===== config.mk =====
export PLATFORM = sky130hd
export DESIGN_NAME = pen_mass_drag_filter_flat
export DESIGN_NICKNAME = d
export VERILOG_FILES = /design/src/pmdf_pkg.sv /design/src/pmdf_in_if.sv /design/src/pmdf_out_if.sv /design/src/pmdf_mul.sv /design/src/pmdf_root_div.sv /design/src/pen_mass_drag_filter.sv /design/src/flat_wrapper.sv
export SDC_FILE = /design/constraint.sdc
export NUM_CORES = 2
export LEC_CHECK = 0
export BUFFER_PORTS_ARGS = -buffer_cell sky130_fd_sc_hd__buf_2
export CORE_ASPECT_RATIO = 1.2
export CORE_MARGIN = 5
export CORE_UTILIZATION = 55
export DETAILED_ROUTE_END_ITERATION = 8
export PLACE_DENSITY_LB_ADDON = 0.12
export SLEW_MARGIN = 5
export SYNTH_ARGS = -nofsm -noshare
export SYNTH_HDL_FRONTEND = slang
export SYNTH_SLANG_ARGS = --single-unit

===== constraint.sdc =====
create_clock -name i_clk -period 8.6 [get_ports i_clk]
set_input_delay 0.43 -clock i_clk [delete_from_list [all_inputs] [get_ports i_clk]]
set_output_delay 0.43 -clock i_clk [all_outputs]
set_load 0.02 [all_outputs]

===== src/pmdf_pkg.sv =====
// pmdf_pkg: shared types, constants and saturation helpers for the pen mass drag filter
// no dependencies; compile first
package pmdf_pkg;

    localparam int POS_W   = 18;
    localparam int OUT_W   = 22;
    localparam int POS_MAX = 131071;
    localparam int POS_MIN = -131072;
    localparam int OUT_MAX = 2097151;
    localparam int OUT_MIN = -2097152;
    localparam int DIR_ONE = 65536;

    // operation of the shared root / divide unit
    typedef enum logic {
        RD_SQRT = 1'b0,
        RD_DIV  = 1'b1
    } t_rd_op;

    typedef struct packed {
        logic   start;
        t_rd_op op;
    } t_rd_req;

    typedef struct packed {
        logic busy;
        logic done;
    } t_rd_rsp;

    // saturate a wide signed value to the 18 bit state range
    function automatic logic signed [POS_W-1:0] f_sat18(input logic signed [37:0] v);
        if (v > 38'(POS_MAX)) begin
            return POS_W'(POS_MAX);
        end else if (v < 38'(POS_MIN)) begin
            return POS_W'(POS_MIN);
        end
        return v[POS_W-1:0];
    endfunction

    // saturate a wide signed value to the 22 bit output range
    function automatic logic signed [OUT_W-1:0] f_sat22(input logic signed [37:0] v);
        if (v > 38'(OUT_MAX)) begin
            return OUT_W'(OUT_MAX);
        end else if (v < 38'(OUT_MIN)) begin
            return OUT_W'(OUT_MIN);
        end
        return v[OUT_W-1:0];
    endfunction

    // clamp a direction component to +-1.0
    function automatic logic signed [17:0] f_clamp_dir(input logic signed [17:0] a);
        if (a > 18'(DIR_ONE)) begin
            return 18'(DIR_ONE);
        end else if (a < 18'(-DIR_ONE)) begin
            return 18'(-DIR_ONE);
        end
        return a;
    endfunction

    // apply sign to an unsigned quotient, clamped to +-1.0
    function automatic logic signed [17:0] f_dir_scale(input logic [17:0] q, input logic neg);
        logic [17:0] qc;
        qc = (q > 18'(DIR_ONE)) ? 18'(DIR_ONE) : q;
        return neg ? 18'(18'd0 - qc) : qc;
    endfunction

endpackage


===== src/pmdf_in_if.sv =====
// pmdf_in_if: input sample channel (valid / ready with func and pen position)
// no dependencies
interface pmdf_in_if;
    logic               valid;
    logic               ready;
    logic               func;
    logic signed [17:0] pen_x;
    logic signed [17:0] pen_y;

    modport source (output valid, func, pen_x, pen_y, input ready);
    modport sink (input valid, func, pen_x, pen_y, output ready);
endinterface


===== src/pmdf_out_if.sv =====
// pmdf_out_if: result channel (valid / ready with scaled position and nib direction)
// no dependencies
interface pmdf_out_if;
    logic               valid;
    logic               ready;
    logic signed [21:0] out_x;
    logic signed [21:0] out_y;
    logic signed [17:0] dir_x;
    logic signed [17:0] dir_y;

    modport source (output valid, out_x, out_y, dir_x, dir_y, input ready);
    modport sink (input valid, out_x, out_y, dir_x, dir_y, output ready);
endinterface


===== src/pmdf_mul.sv =====
// pmdf_mul: shared 19 x 18 signed multiplier with registered product
// no package dependencies
module pmdf_mul (
    input  logic               i_clk,
    input  logic signed [18:0] i_a,
    input  logic signed [17:0] i_b,
    output logic signed [36:0] o_p
);

    logic signed [36:0] r_p;

    always_ff @(posedge i_clk) begin
        r_p <= 37'(i_a) * 37'(i_b);
    end

    assign o_p = r_p;

endmodule


===== src/pmdf_root_div.sv =====
// pmdf_root_div: iterative square root and restoring divider on one shared subtractor
// depends on pmdf_pkg
module pmdf_root_div (
    input  logic              i_clk,
    input  logic              i_rst_n,
    input  pmdf_pkg::t_rd_req i_req,
    input  logic [35:0]       i_rad,
    input  logic [46:0]       i_num,
    input  logic [29:0]       i_div,
    output pmdf_pkg::t_rd_rsp o_rsp,
    output logic [29:0]       o_result
);

    localparam int SQRT_STEPS = 30;
    localparam int DIV_STEPS  = 18;
    localparam int CNT_W      = 5;

    pmdf_pkg::t_rd_op r_op;
    logic             r_busy;
    logic             r_done;
    logic [CNT_W-1:0] r_cnt;
    logic [30:0]      r_rem;
    logic [59:0]      r_rad;
    logic [29:0]      r_root;

    logic [32:0]      w_cur;
    logic [32:0]      w_sub;
    logic [33:0]      w_diff;
    logic             w_ge;
    logic [30:0]      w_rem_next;

    // one root bit from a radicand bit pair, or one quotient bit, per step
    always_comb begin
        if (r_op == pmdf_pkg::RD_SQRT) begin
            w_cur = {r_rem, r_rad[59:58]};
            w_sub = {1'b0, r_root, 2'b01};
        end else begin
            w_cur = {2'b00, r_rem[29:0], r_rad[59]};
            w_sub = {3'b000, i_div};
        end
        w_diff     = {1'b0, w_cur} - {1'b0, w_sub};
        w_ge       = ~w_diff[33];
        w_rem_next = w_ge ? w_diff[30:0] : w_cur[30:0];
    end

    always_ff @(posedge i_clk) begin
        if (!i_rst_n) begin
            r_busy <= 1'b0;
            r_done <= 1'b0;
            r_cnt  <= '0;
        end else if (i_req.start) begin
            r_busy <= 1'b1;
            r_done <= 1'b0;
            r_cnt  <= (i_req.op == pmdf_pkg::RD_SQRT) ? CNT_W'(SQRT_STEPS - 1)
                                                      : CNT_W'(DIV_STEPS - 1);
        end else if (r_busy) begin
            r_cnt  <= r_cnt - CNT_W'(1);
            r_busy <= (r_cnt != '0);
            r_done <= (r_cnt == '0);
        end else begin
            r_done <= 1'b0;
        end
    end

    always_ff @(posedge i_clk) begin
        if (i_req.start) begin
            r_op   <= i_req.op;
            r_root <= '0;
            if (i_req.op == pmdf_pkg::RD_SQRT) begin
                r_rad <= {i_rad, 24'd0};
                r_rem <= '0;
            end else begin
                r_rad <= {i_num[17:0], 42'd0};
                r_rem <= {2'b00, i_num[46:18]};
            end
        end else if (r_busy) begin
            r_rem  <= w_rem_next;
            r_root <= {r_root[28:0], w_ge};
            r_rad  <= (r_op == pmdf_pkg::RD_SQRT) ? {r_rad[57:0], 2'b00}
                                                  : {r_rad[58:0], 1'b0};
        end
    end

    assign o_rsp.busy = r_busy;
    assign o_rsp.done = r_done;
    assign o_result   = r_root;

endmodule


===== src/pen_mass_drag_filter.sv =====
// pen_mass_drag_filter: top level, sequencer and state of the damped pen mass filter
// depends on pmdf_pkg, pmdf_in_if, pmdf_out_if, pmdf_mul, pmdf_root_div
//
// usage
//   i_in carries pen samples: func 0 begins a stroke at the sample, func 1 is a move.
//   o_out carries one result per move that has nonzero force and nonzero velocity:
//   the filtered position times the surface size (Q.4) and the nib direction (Q1.16).
//   configuration is written on i_cfg_we / i_cfg_idx / i_cfg_data, one register a
//   cycle; the user must write it only while the block is idle; the block does not check.
//   i_in.ready is high only while the sequencer is idle; one item is worked at a time.
//   begin items and zero force moves finish in the idle step; zero velocity moves end
//   after the force steps. a fixed angle move runs the force, drag and scale steps,
//   then the output step. a move that follows velocity also waits on the shared
//   root / divide unit, which runs a 30 step square root and two 18 step
//   divisions, one step per cycle.
//   all products go through one registered 19 x 18 multiplier, one per cycle.
//   the result sits in an output register; a new sample is taken while it waits, and
//   the sequencer holds its next result until the receiver has taken the old one.
//   synchronous reset clears position, velocity, handshakes and loads register defaults.
module pen_mass_drag_filter #(
    parameter int FRAC_BITS = 16
) (
    input  logic              i_clk,
    input  logic              i_rst_n,
    pmdf_in_if.sink           i_in,
    pmdf_out_if.source        o_out,
    input  logic              i_cfg_we,
    input  logic [2:0]        i_cfg_idx,
    input  logic [17:0]       i_cfg_data
);

    localparam int OUT_SHIFT = FRAC_BITS - 4;

    // register reset values
    localparam logic [16:0]        RST_INV_MASS = 17'd25304;
    localparam logic [16:0]        RST_DAMPING  = 17'd34066;
    localparam logic signed [17:0] RST_COS      = 18'sd61584;
    localparam logic signed [17:0] RST_SIN      = 18'sd22415;
    localparam logic [15:0]        RST_SURFACE  = 16'd1024;

    typedef enum logic [2:0] {
        CFG_INV_MASS = 3'd0,
        CFG_DAMPING  = 3'd1,
        CFG_FIXED_ON = 3'd2,
        CFG_COS      = 3'd3,
        CFG_SIN      = 3'd4,
        CFG_WIDTH    = 3'd5,
        CFG_HEIGHT   = 3'd6
    } t_cfg_idx;

    typedef enum logic [19:0] {
        S_IDLE  = 20'h00001,
        S_ACC_X = 20'h00002,
        S_ACC_Y = 20'h00004,
        S_ACC_W = 20'h00008,
        S_SQ_X  = 20'h00010,
        S_SQ_Y  = 20'h00020,
        S_SQ_W  = 20'h00040,
        S_RT_GO = 20'h00080,
        S_RT_WT = 20'h00100,
        S_DX_GO = 20'h00200,
        S_DX_WT = 20'h00400,
        S_DY_GO = 20'h00800,
        S_DY_WT = 20'h01000,
        S_DMP_X = 20'h02000,
        S_DMP_Y = 20'h04000,
        S_DMP_W = 20'h08000,
        S_SCL_X = 20'h10000,
        S_SCL_Y = 20'h20000,
        S_SCL_W = 20'h40000,
        S_OUT   = 20'h80000
    } t_state;

    t_state             r_state;
    t_state             n_state;

    // configuration
    logic [16:0]        r_inv_mass;
    logic [16:0]        r_damping;
    logic               r_fixed;
    logic signed [17:0] r_cos;
    logic signed [17:0] r_sin;
    logic [15:0]        r_sw;
    logic [15:0]        r_sh;

    // filter state
    logic signed [17:0] r_pos_x;
    logic signed [17:0] r_pos_y;
    logic signed [17:0] r_vel_x;
    logic signed [17:0] r_vel_y;

    // working registers
    logic signed [18:0] r_fx;
    logic signed [18:0] r_fy;
    logic [35:0]        r_n;
    logic [29:0]        r_m;
    logic [17:0]        r_mag;
    logic               r_neg;
    logic signed [17:0] r_dx;
    logic signed [17:0] r_dy;
    logic signed [21:0] r_ox;
    logic signed [21:0] r_oy;

    // output register
    logic               r_out_valid;
    logic signed [21:0] r_out_x;
    logic signed [21:0] r_out_y;
    logic signed [17:0] r_out_dx;
    logic signed [17:0] r_out_dy;

    logic               w_in_xfer;
    logic               w_out_free;
    logic signed [18:0] w_fx;
    logic signed [18:0] w_fy;
    logic               w_force_zero;

    logic signed [18:0] w_mul_a;
    logic signed [17:0] w_mul_b;
    logic signed [36:0] w_prod;
    logic signed [37:0] w_prod_ext;
    logic signed [37:0] w_rnd16;
    logic signed [37:0] w_rnd_out;

    logic signed [17:0] w_vel_sel;
    logic signed [17:0] w_vel_acc;
    logic signed [17:0] w_vel_dmp;
    logic signed [17:0] w_pos_sel;
    logic signed [17:0] w_pos_new;
    logic signed [17:0] w_mag_src;
    logic [18:0]        w_neg19;
    logic [17:0]        w_mag;

    pmdf_pkg::t_rd_req  w_req;
    pmdf_pkg::t_rd_rsp  w_rsp;
    logic [46:0]        w_num;
    logic [29:0]        w_result;

    assign w_in_xfer  = i_in.valid && i_in.ready;
    assign w_out_free = !r_out_valid || o_out.ready;
    assign i_in.ready = (r_state == S_IDLE);

    // force is the sample minus the position, one bit wider than the state
    assign w_fx = {i_in.pen_x[17], i_in.pen_x} - {r_pos_x[17], r_pos_x};
    assign w_fy = {i_in.pen_y[17], i_in.pen_y} - {r_pos_y[17], r_pos_y};
    assign w_force_zero = (w_fx == '0) && (w_fy == '0);

    // rounding of the last product: fixed Q16 for mass and drag, FRAC_BITS-4 for output
    assign w_prod_ext = 38'(w_prod);
    assign w_rnd16    = (w_prod_ext + 38'sd32768) >>> 16;
    assign w_rnd_out  = (w_prod_ext + (38'sd1 <<< (OUT_SHIFT - 1))) >>> OUT_SHIFT;

    // velocity after the force step, x in the first take cycle and y in the second
    assign w_vel_sel = (r_state == S_ACC_Y) ? r_vel_x : r_vel_y;
    assign w_vel_acc = pmdf_pkg::f_sat18(38'(w_vel_sel) + w_rnd16);

    // damped velocity and advanced position
    assign w_vel_dmp = pmdf_pkg::f_sat18(w_rnd16);
    assign w_pos_sel = (r_state == S_DMP_Y) ? r_pos_x : r_pos_y;
    assign w_pos_new = pmdf_pkg::f_sat18(38'(w_pos_sel) + 38'(w_vel_dmp));

    // magnitude for the divide: |vy| for dir_x, |vx| for dir_y
    assign w_mag_src = (r_state == S_RT_WT) ? r_vel_y : r_vel_x;
    assign w_neg19   = 19'd0 - {w_mag_src[17], w_mag_src};
    assign w_mag     = w_mag_src[17] ? w_neg19[17:0] : w_mag_src;

    // rounded dividend: mag * 2^28 + m / 2
    assign w_num = {1'b0, r_mag, 28'd0} + {18'd0, r_m[29:1]};

    // multiplier operands and unit requests by step
    always_comb begin
        w_mul_a     = '0;
        w_mul_b     = '0;
        w_req.start = 1'b0;
        w_req.op    = pmdf_pkg::RD_SQRT;
        case (r_state)
            S_ACC_X: begin
                w_mul_a = r_fx;
                w_mul_b = {1'b0, r_inv_mass};
            end
            S_ACC_Y: begin
                w_mul_a = r_fy;
                w_mul_b = {1'b0, r_inv_mass};
            end
            S_SQ_X: begin
                w_mul_a = {r_vel_x[17], r_vel_x};
                w_mul_b = r_vel_x;
            end
            S_SQ_Y: begin
                w_mul_a = {r_vel_y[17], r_vel_y};
                w_mul_b = r_vel_y;
            end
            S_RT_GO: begin
                w_req.start = 1'b1;
                w_req.op    = pmdf_pkg::RD_SQRT;
            end
            S_DX_GO, S_DY_GO: begin
                w_req.start = 1'b1;
                w_req.op    = pmdf_pkg::RD_DIV;
            end
            S_DMP_X: begin
                w_mul_a = {r_vel_x[17], r_vel_x};
                w_mul_b = {1'b0, r_damping};
            end
            S_DMP_Y: begin
                w_mul_a = {r_vel_y[17], r_vel_y};
                w_mul_b = {1'b0, r_damping};
            end
            S_SCL_X: begin
                w_mul_a = {r_pos_x[17], r_pos_x};
                w_mul_b = {2'b00, r_sw};
            end
            S_SCL_Y: begin
                w_mul_a = {r_pos_y[17], r_pos_y};
                w_mul_b = {2'b00, r_sh};
            end
            default: begin
            end
        endcase
    end

    pmdf_mul u_mul (
        .i_clk (i_clk),
        .i_a   (w_mul_a),
        .i_b   (w_mul_b),
        .o_p   (w_prod)
    );

    pmdf_root_div u_root_div (
        .i_clk    (i_clk),
        .i_rst_n  (i_rst_n),
        .i_req    (w_req),
        .i_rad    (r_n),
        .i_num    (w_num),
        .i_div    (r_m),
        .o_rsp    (w_rsp),
        .o_result (w_result)
    );

    // sequencer
    always_comb begin
        n_state = r_state;
        case (r_state)
            S_IDLE: begin
                if (w_in_xfer && i_in.func && !w_force_zero) begin
                    n_state = S_ACC_X;
                end
            end
            S_ACC_X: n_state = S_ACC_Y;
            S_ACC_Y: n_state = S_ACC_W;
            S_ACC_W: begin
                // no result when the new velocity is zero in both components
                if (r_vel_x == '0 && w_vel_acc == '0) begin
                    n_state = S_IDLE;
                end else if (r_fixed) begin
                    n_state = S_DMP_X;
                end else begin
                    n_state = S_SQ_X;
                end
            end
            S_SQ_X:  n_state = S_SQ_Y;
            S_SQ_Y:  n_state = S_SQ_W;
            S_SQ_W:  n_state = S_RT_GO;
            S_RT_GO: n_state = S_RT_WT;
            S_RT_WT: begin
                if (w_rsp.done) begin
                    n_state = S_DX_GO;
                end
            end
            S_DX_GO: n_state = S_DX_WT;
            S_DX_WT: begin
                if (w_rsp.done) begin
                    n_state = S_DY_GO;
                end
            end
            S_DY_GO: n_state = S_DY_WT;
            S_DY_WT: begin
                if (w_rsp.done) begin
                    n_state = S_DMP_X;
                end
            end
            S_DMP_X: n_state = S_DMP_Y;
            S_DMP_Y: n_state = S_DMP_W;
            S_DMP_W: n_state = S_SCL_X;
            S_SCL_X: n_state = S_SCL_Y;
            S_SCL_Y: n_state = S_SCL_W;
            S_SCL_W: n_state = S_OUT;
            S_OUT: begin
                if (w_out_free) begin
                    n_state = S_IDLE;
                end
            end
            default: n_state = S_IDLE;
        endcase
    end

    always_ff @(posedge i_clk) begin
        if (!i_rst_n) begin
            r_state <= S_IDLE;
        end else begin
            r_state <= n_state;
        end
    end

    // configuration registers
    always_ff @(posedge i_clk) begin
        if (!i_rst_n) begin
            r_inv_mass <= RST_INV_MASS;
            r_damping  <= RST_DAMPING;
            r_fixed    <= 1'b0;
            r_cos      <= RST_COS;
            r_sin      <= RST_SIN;
            r_sw       <= RST_SURFACE;
            r_sh       <= RST_SURFACE;
        end else if (i_cfg_we) begin
            case (i_cfg_idx)
                CFG_INV_MASS: r_inv_mass <= i_cfg_data[16:0];
                CFG_DAMPING:  r_damping  <= i_cfg_data[16:0];
                CFG_FIXED_ON: r_fixed    <= i_cfg_data[0];
                CFG_COS:      r_cos      <= i_cfg_data;
                CFG_SIN:      r_sin      <= i_cfg_data;
                CFG_WIDTH:    r_sw       <= i_cfg_data[15:0];
                CFG_HEIGHT:   r_sh       <= i_cfg_data[15:0];
                default: begin
                end
            endcase
        end
    end

    // position and velocity
    always_ff @(posedge i_clk) begin
        if (!i_rst_n) begin
            r_pos_x <= '0;
            r_pos_y <= '0;
            r_vel_x <= '0;
            r_vel_y <= '0;
        end else begin
            case (r_state)
                S_IDLE: begin
                    // begin stroke: jump to the sample at rest
                    if (w_in_xfer && !i_in.func) begin
                        r_pos_x <= i_in.pen_x;
                        r_pos_y <= i_in.pen_y;
                        r_vel_x <= '0;
                        r_vel_y <= '0;
                    end
                end
                S_ACC_Y: r_vel_x <= w_vel_acc;
                S_ACC_W: r_vel_y <= w_vel_acc;
                S_DMP_Y: begin
                    r_vel_x <= w_vel_dmp;
                    r_pos_x <= w_pos_new;
                end
                S_DMP_W: begin
                    r_vel_y <= w_vel_dmp;
                    r_pos_y <= w_pos_new;
                end
                default: begin
                end
            endcase
        end
    end

    // working datapath
    always_ff @(posedge i_clk) begin
        case (r_state)
            S_IDLE: begin
                r_fx <= w_fx;
                r_fy <= w_fy;
            end
            S_ACC_W: begin
                r_dx <= pmdf_pkg::f_clamp_dir(r_cos);
                r_dy <= pmdf_pkg::f_clamp_dir(r_sin);
            end
            S_SQ_Y: r_n <= w_prod[35:0];
            S_SQ_W: r_n <= r_n + w_prod[35:0];
            S_RT_WT: begin
                // dir_x comes from -vy
                r_m   <= w_result;
                r_mag <= w_mag;
                r_neg <= !r_vel_y[17] && (r_vel_y != '0);
            end
            S_DX_WT: begin
                if (w_rsp.done) begin
                    r_dx  <= pmdf_pkg::f_dir_scale(w_result[17:0], r_neg);
                    r_mag <= w_mag;
                    r_neg <= r_vel_x[17];
                end
            end
            S_DY_WT: begin
                if (w_rsp.done) begin
                    r_dy <= pmdf_pkg::f_dir_scale(w_result[17:0], r_neg);
                end
            end
            S_SCL_Y: r_ox <= pmdf_pkg::f_sat22(w_rnd_out);
            S_SCL_W: r_oy <= pmdf_pkg::f_sat22(w_rnd_out);
            default: begin
            end
        endcase
    end

    // output register
    always_ff @(posedge i_clk) begin
        if (!i_rst_n) begin
            r_out_valid <= 1'b0;
        end else if (r_state == S_OUT && w_out_free) begin
            r_out_valid <= 1'b1;
        end else if (o_out.ready) begin
            r_out_valid <= 1'b0;
        end
    end

    always_ff @(posedge i_clk) begin
        if (r_state == S_OUT && w_out_free) begin
            r_out_x  <= r_ox;
            r_out_y  <= r_oy;
            r_out_dx <= r_dx;
            r_out_dy <= r_dy;
        end
    end

    assign o_out.valid = r_out_valid;
    assign o_out.out_x = r_out_x;
    assign o_out.out_y = r_out_y;
    assign o_out.dir_x = r_out_dx;
    assign o_out.dir_y = r_out_dy;

`ifndef SYNTH
    // the root / divide unit is never restarted while it iterates
    a_start_idle: assert property (@(posedge i_clk) disable iff (!i_rst_n)
        w_req.start |-> !w_rsp.busy)
        else $error("root/div start while busy");

    // a finished root or quotient is always awaited by the sequencer
    a_done_waited: assert property (@(posedge i_clk) disable iff (!i_rst_n)
        w_rsp.done |-> (r_state == S_RT_WT || r_state == S_DX_WT || r_state == S_DY_WT))
        else $error("root/div done outside a wait step");

    // a nonzero velocity gives a root of at least 2^12
    a_root_floor: assert property (@(posedge i_clk) disable iff (!i_rst_n)
        (r_state == S_DX_GO) |-> (r_m >= 30'd4096))
        else $error("divisor below range");

    // results appear only from the output step
    a_out_source: assert property (@(posedge i_clk) disable iff (!i_rst_n)
        $rose(r_out_valid) |-> ($past(r_state) == S_OUT))
        else $error("result valid without output step");

    // delivered direction stays within unit range
    a_dir_range: assert property (@(posedge i_clk) disable iff (!i_rst_n)
        r_out_valid |-> (r_out_dx <= 18'sd65536 && r_out_dx >= -18'sd65536
                      && r_out_dy <= 18'sd65536 && r_out_dy >= -18'sd65536))
        else $error("direction out of range");
`endif

endmodule


===== src/flat_wrapper.sv =====
// flat-port wrapper written by rule: the top's interface ports become plain ports
module pen_mass_drag_filter_flat 
#(
    parameter int FRAC_BITS = 16
)
  (i_clk, i_rst_n, i_cfg_we, i_cfg_idx, i_cfg_data, i_in_valid, i_in_func, i_in_pen_x, i_in_pen_y, i_in_ready, o_out_valid, o_out_out_x, o_out_out_y, o_out_dir_x, o_out_dir_y, o_out_ready);
  pmdf_in_if i_in_i ();
  pmdf_out_if o_out_i ();
  input  logic i_clk;
  input  logic i_rst_n;
  input  logic i_cfg_we;
  input  logic [2:0] i_cfg_idx;
  input  logic [17:0] i_cfg_data;
  input wire logic [$bits(i_in_i.valid)-1:0] i_in_valid;
  input wire logic [$bits(i_in_i.func)-1:0] i_in_func;
  input wire logic [$bits(i_in_i.pen_x)-1:0] i_in_pen_x;
  input wire logic [$bits(i_in_i.pen_y)-1:0] i_in_pen_y;
  output wire logic [$bits(i_in_i.ready)-1:0] i_in_ready;
  output wire logic [$bits(o_out_i.valid)-1:0] o_out_valid;
  output wire logic [$bits(o_out_i.out_x)-1:0] o_out_out_x;
  output wire logic [$bits(o_out_i.out_y)-1:0] o_out_out_y;
  output wire logic [$bits(o_out_i.dir_x)-1:0] o_out_dir_x;
  output wire logic [$bits(o_out_i.dir_y)-1:0] o_out_dir_y;
  input wire logic [$bits(o_out_i.ready)-1:0] o_out_ready;
  assign i_in_i.valid = i_in_valid;
  assign i_in_i.func = i_in_func;
  assign i_in_i.pen_x = i_in_pen_x;
  assign i_in_i.pen_y = i_in_pen_y;
  assign i_in_ready = i_in_i.ready;
  assign o_out_valid = o_out_i.valid;
  assign o_out_out_x = o_out_i.out_x;
  assign o_out_out_y = o_out_i.out_y;
  assign o_out_dir_x = o_out_i.dir_x;
  assign o_out_dir_y = o_out_i.dir_y;
  assign o_out_i.ready = o_out_ready;
  pen_mass_drag_filter #(.FRAC_BITS(FRAC_BITS)) u_core (.i_clk(i_clk), .i_rst_n(i_rst_n), .i_in(i_in_i), .o_out(o_out_i), .i_cfg_we(i_cfg_we), .i_cfg_idx(i_cfg_idx), .i_cfg_data(i_cfg_data));
endmodule

# == After elaboration in Yosys (flattened, before gate mapping) ==
# Cells that the tools add are included.
# word_totals
out_inout_bits,82
register_bits,645
in_bits,63
# op_classes
n_mux,84
n_reduce_logical,52
bitwise_logic,3
n_eq_ne,32
n_lt_le_gt_ge,13
addsub,12
multipliers,1
# op_table
operator,count
two-way mux 18 bit,26
case mux 20 bit (20 select lines),1
two-way mux 60 bit,4
case mux 18 bit (2 select lines),5
two-way mux 20 bit,6
case mux 19 bit (6 select lines),1
case mux 18 bit (3 select lines),2
case mux 18 bit (6 select lines),1
two-way mux 31 bit,3
two-way mux 22 bit,4
"> comparator 38 x 18 -> 1 bit, second input constant",2
"< comparator 38 x 18 -> 1 bit, second input constant",2
case mux 36 bit (2 select lines),1
adder 46 x 29 -> 47 bit,1
"adder 37 x 13 -> 38 bit, second input constant",1
"adder 37 x 17 -> 38 bit, second input constant",1
logical NOT 19 bit,2
subtractor 18 x 18 -> 19 bit,2
multiplier 19 x 18 -> 37 bit,1
adder 36 bit,1
"> comparator 18 bit, second input constant",2
logical NOT 18 bit,2
"< comparator 18 x 17 -> 1 bit, second input constant",2
"subtractor 1 x 18 -> 18 bit, first input constant",2
other kinds (57),122

# == Logic depth before layout (Yosys ltp) ==
# depth
ltp_word,11
depth_mapped,38
mapped_depth_nobuf,35

# == By module ==
# Synthesis repeated with hierarchy kept, for this count alone.
# unflattened
cells_unflattened,5128
hier_area_um2,48390.2
# by_module_without_submodules
module,instances,cells_per_inst,area_each_um2
pen_mass_drag_filter,1,2963,27607.7
pmdf_mul,1,1432,13437.9
pmdf_root_div,1,733,7344.5

# == Worst setup path after synthesis ==
# No wires, ideal clock.
# synth_path
path_type,flip-flop to flip-flop
start,register u_core.r_state[6]
end,register u_core.u_mul.r_p[34] (netlist: u_core.u_mul.o_p[34])
arrival_ps,8803
setup_time_ps,119
t_required_ps,8481
setup_slack_ps,-322
stages_incl_launch_ff,35
path_buffers,3
period_less_slack_ps,8922
path_cell_list,dfxtp_1 -> nor4_1 -> and3_1 -> nand2_1 -> or3_1 -> or3_1 -> nor3b_2 -> buf_2 -> buf_4 -> a22oi_1 -> nand3_2 -> buf_4 -> nand2_1 -> fa_1 -> inv_1 -> fa_1 -> ha_1 -> fa_1 -> inv_1 -> fa_1 -> fa_1 -> inv_1 -> ha_1 -> o21a_1 -> o21ai_0 -> o32ai_1 -> or4b_1 -> a21o_1 -> a211oi_1 -> o21a_1 -> nor2b_1 -> o31ai_1 -> a21o_1 -> a21oi_1 -> xnor2_1
# synth_between
elab_chain_len,4
elab_cells_between_ends,15
classes_between,mul (1); eq/ne (8); mux (2); reduce/logical (4)
# synth_rtl
item,line,source
"start, declared",pen_mass_drag_filter.sv:74,t_state r_state;
"start signal, assigned",pen_mass_drag_filter.sv:300,r_state <= n_state;
equality test 20 x 6 -> 1 bit (tied with other cells),pen_mass_drag_filter.sv:175,case (r_state)
OR reduction 2 bit (no line),--,
case mux 19 bit (6 select lines) or case mux 18 bit (6 select lines) (tied branches),pen_mass_drag_filter.sv:175,
multiplier 19 x 18 -> 37 bit *,pmdf_mul.sv:13,r_p <= 37'(i_a) * 37'(i_b);
"end signal, assigned",pmdf_mul.sv:13,
"end, declared",pmdf_mul.sv:10,logic signed [36:0] r_p;
# Mark *: on every way between the ends. The rest lies on a longest branch, timed or not.
# A chain may end at the register's enable or synchronous reset.

# == Final worst setup path ==
# layout_path
start,register u_core.r_state[5]
end,register u_core.u_mul.r_p[36] (netlist: u_core.u_mul.o_p[36])
# The elaborated chain is that of the path after synthesis.

==> impl_results.md <==
- Cts hold-fix bufs: 0
- Delay-heaviest family, CP: adder cells
- Fraction of synthesis flops using an asynchronous set or reset pin: 0%
- Fraction of layout instances using a drive strength above 1: between 10% and 20%
- Final max-slew violation count: 0
- Initial core utilization: 55.4%
- Final hold violations: 0
- CTS HTree Levels: 3
- Clock-pin slew on the worst setup and hold paths: 0.06 ns
- Global placer's final weighted congestion: roughly 1.0
- Number of maximum-capacitance constraint violations: 0
- Worst slack after detailed placement: -0.236 ns
- Share of power burned in combinational logic: 9.2%
- Normalized max-slew margin: 16.0%
- Power per Cell Area: between 100 and 150 mW/mm^2
- Number of standard-cell rows in the floorplan: approximately 120
- Vias per Instance: around 6.0
- Global route overflow: 0
- Number of buffers and inverters on the critical path: 9
- Cell with the most instances on the worst path: sky130_fd_sc_hd__inv_1
- Switching share of total power: 24.7%
- Number of nets in the finished design: about 6000
- Distinct cells, synth: 96
- Most common library cell in the layout ignoring fill and taps: sky130_fd_sc_hd__nand2_1
- Boundary pin count: about 150
- Top fanout value on the critical path: 7
- Area after detailed placement: around 0.051 sq mm
- Violation count after the first detailed-routing iteration: about 3600
- Post-DR wirelength/cell: 23.7 um
- Clock net sink count: about 620
- Vertical extent of the die: around 330 um
- Placeable core region: around 0.085 sq mm
- Post-Synthesis Net Count: 5692
- Clock skew: 0.0359 ns
- Via total after detailed routing: between 30000 and 40000
- Worst-case clock buffer depth: 3
- # setup viols final: 1
- Most frequent cells in the layout: sky130_fd_sc_hd__nand2_1 (679), sky130_fd_sc_hd__inv_1 (527), sky130_fd_sc_hd__nor2_1 (448)
- Initial antenna violation count: 2
- Largest net degree at the start of global routing: 80
- Endpoint kind of the worst setup timing path: flop
- Switching power total: 0.00172 W
- Design Area, Final: around 0.054 sq mm
- Post-synthesis sequential element count: slightly above 600
- Commonest register cell after synthesis: sky130_fd_sc_hd__edfxtp_1
- Warnings, synthesis: 0
- Failing checks: negative setup slack
- Critical path data required time: 9.10 ns
- Leak: 22.7 nW
- Cell count after synthesis: 5032
- Detailed Routing Iterations Pass 1: 8
- Number of buffers added by the clock tree synthesis step: between 60 and 70
- Cell type of the slowest stage on the worst timing path: sky130_fd_sc_hd__fa_1
- Area of the die: around 0.09 sq mm
- # port buffers: 144
- Via count of the first global-routing pass: between 30000 and 40000
- Max incr delay on CP: 0.53 ns
- Classification of the worst-slack hold path: in2reg
- Cell area after synthesis: 0.0470 sq mm
- Sequential share of the synthesized area: 33.9%
- Post-detailed-route count of antenna-violating nets: 0
- Worst vdd ir: roughly 0.00014 V
- Arr. time, crit path: 9.11 ns
- Highest clock rate: 116 MHz
- Start-to-end type of the worst setup path: reg2reg
- Power, Total: approximately 0.007 W
- Width of the die: ~280 um
- Result of the run: complete, but fails checks
- Worst path setup slack after routing: -0.00893 ns
- CTS tree: built
- Global router's overall resource usage: approximately a third
- Total DRC errors in the routed layout: 0
- Skew-Pair Late Insertion Delay: between 0.6 and 0.7 ns
- Count of flip-flops with a built-in enable after synthesis: 351
- Clock power frac: around 44%
- Share of power burned in registers: 46.8%
- Total Routed Length: 156000 um
- Period utilization: 100%
- Placed wire-length estimate after detailed placement: 121000 um
- Wire length of the first global-routing pass: 236000 um
- Shortest period the worst path allows: approximately 8.6 ns
- Internal power component: around 0.0052 W
- Synthesized area divided by synthesized cell count: 9.34 sq um
- P&R area growth vs syn: 15.8%
- Sort of element at the start of the critical path: flop
- Setup repair after global routing missed its margin: true
- CTS root buf: sky130_fd_sc_hd__clkbuf_16
- Tightest Pin Transition: around 1.3 ns
[power by group through the flow]
stage               combinational (W)  sequential, W  clock (W)
floorplan                    0.000399        0.00329          0
global placement             0.000606        0.00332          0
detailed placement           0.000610        0.00332          0
CTS                          0.000623        0.00326    0.00311
global route                 0.000687        0.00326    0.00323
finish                       0.000637        0.00326    0.00306
[timing repair]
action | CTS | global route
setup buffers | 38 | 10
endpoints found under the setup margin | 7 | 9
gates resized for setup | 101 | 35
gates cloned | 5 | 0
pin swaps | 99 | 34
[final cells by class]
cell class	count	area [sq um]
flip-flops and latches	621	15900
well taps	1130	1410
clock inverters	34	438
diodes	2	5.00
fillers	7169	30400
inverters	536	2010
multi-input cells	3641	28700
repair buffers	514	3970
clock buffers	90	1890
[metal layers]
metal | global-route usage, % | wire length, um | share of wire, %
met5 | 0 | 0 | 0
met4 | 22.7 | 13800 | 8.9
met3 | 5.37 | 10500 | 6.7
met2 | 56.0 | 73300 | 47
met1 | 39.9 | 58100 | 37
[tightest hold or removal path, cell delays in order]
cell	delay, ns
sky130_fd_sc_hd__buf_2	0.12
sky130_fd_sc_hd__nand2_1	0.05
sky130_fd_sc_hd__a21oi_1	0.05
[Yosys cell counts, types with 48 or more instances]
cell,count,share of area [%]
sky130_fd_sc_hd__inv_1,534,4.3
sky130_fd_sc_hd__edfxtp_1,351,22
sky130_fd_sc_hd__xnor2_1,139,2.6
sky130_fd_sc_hd__clkbuf_1,185,1.5
sky130_fd_sc_hd__o21ai_0,214,2.3
sky130_fd_sc_hd__nand2_1,686,5.5
sky130_fd_sc_hd__nor2_1,455,3.6
sky130_fd_sc_hd__o22ai_1,48,0.64
sky130_fd_sc_hd__nand3_1,90,0.96
sky130_fd_sc_hd__mux2i_1,149,3.2
sky130_fd_sc_hd__dfxtp_1,270,12
sky130_fd_sc_hd__nor3_1,64,0.68
sky130_fd_sc_hd__ha_1,246,6.6
sky130_fd_sc_hd__fa_1,351,15
sky130_fd_sc_hd__o21a_1,50,0.80
sky130_fd_sc_hd__a21oi_1,259,2.8
sky130_fd_sc_hd__mux2_2,48,1.2
sky130_fd_sc_hd__xor2_1,89,1.7
sky130_fd_sc_hd__a21o_1,81,1.3
sky130_fd_sc_hd__a22oi_1,67,1.1
[final timing paths]
path,start,endpoint,slack (ns),depth (start not counted)
setup reg to reg,u_core.r_state[5],u_core.u_mul.o_p[36],-0.009,36
hold reg to reg,u_core.r_dx[6],u_core.o_out.dir_x[6],0.41,0
setup / recovery,u_core.r_state[5],u_core.u_mul.o_p[36],-0.009,36
hold / removal,i_cfg_data[17],u_core.r_cos[17],0.09,3
[registers in the layout, summed over array words and instances, names as in the netlist, 20 cells and up]
signal,count
u_core.u_mul.o_p,37
u_core.r_n,36
u_core.u_root_div.r_rad,36
u_core.u_root_div.r_rem,31
u_core.r_m,30
u_core.u_root_div.o_result,30
u_core.o_out.out_x,22
u_core.o_out.out_y,22
u_core.r_ox,22
u_core.r_oy,22
u_core.r_state,20
[logic make-up after synthesis]
kind of cell,share of synthesized area (%)
simple gates,14.9
compound gates,14.7
buf+inv,6.39
flops,33.9
fa+ha+maj,21.5
xor+xnor,4.25
mux,4.32
other cells,0.00798
[per-stage QoR]
stage	utilization (%)	instances	TNS, ns	hold WS [ns]
after global placement	60.1	6390	-0.613	0.401
after global routing	64.2	6566	-0.858	0.0751
after CTS	63.9	6556	0	0.0668
final	64.2	6568	-0.00893	0.0899
after detailed placement	60.1	6390	-0.883	0.405
after floorplan	-	5032	0	0.400
Note: power is estimated with default switching activity, not from simulation.
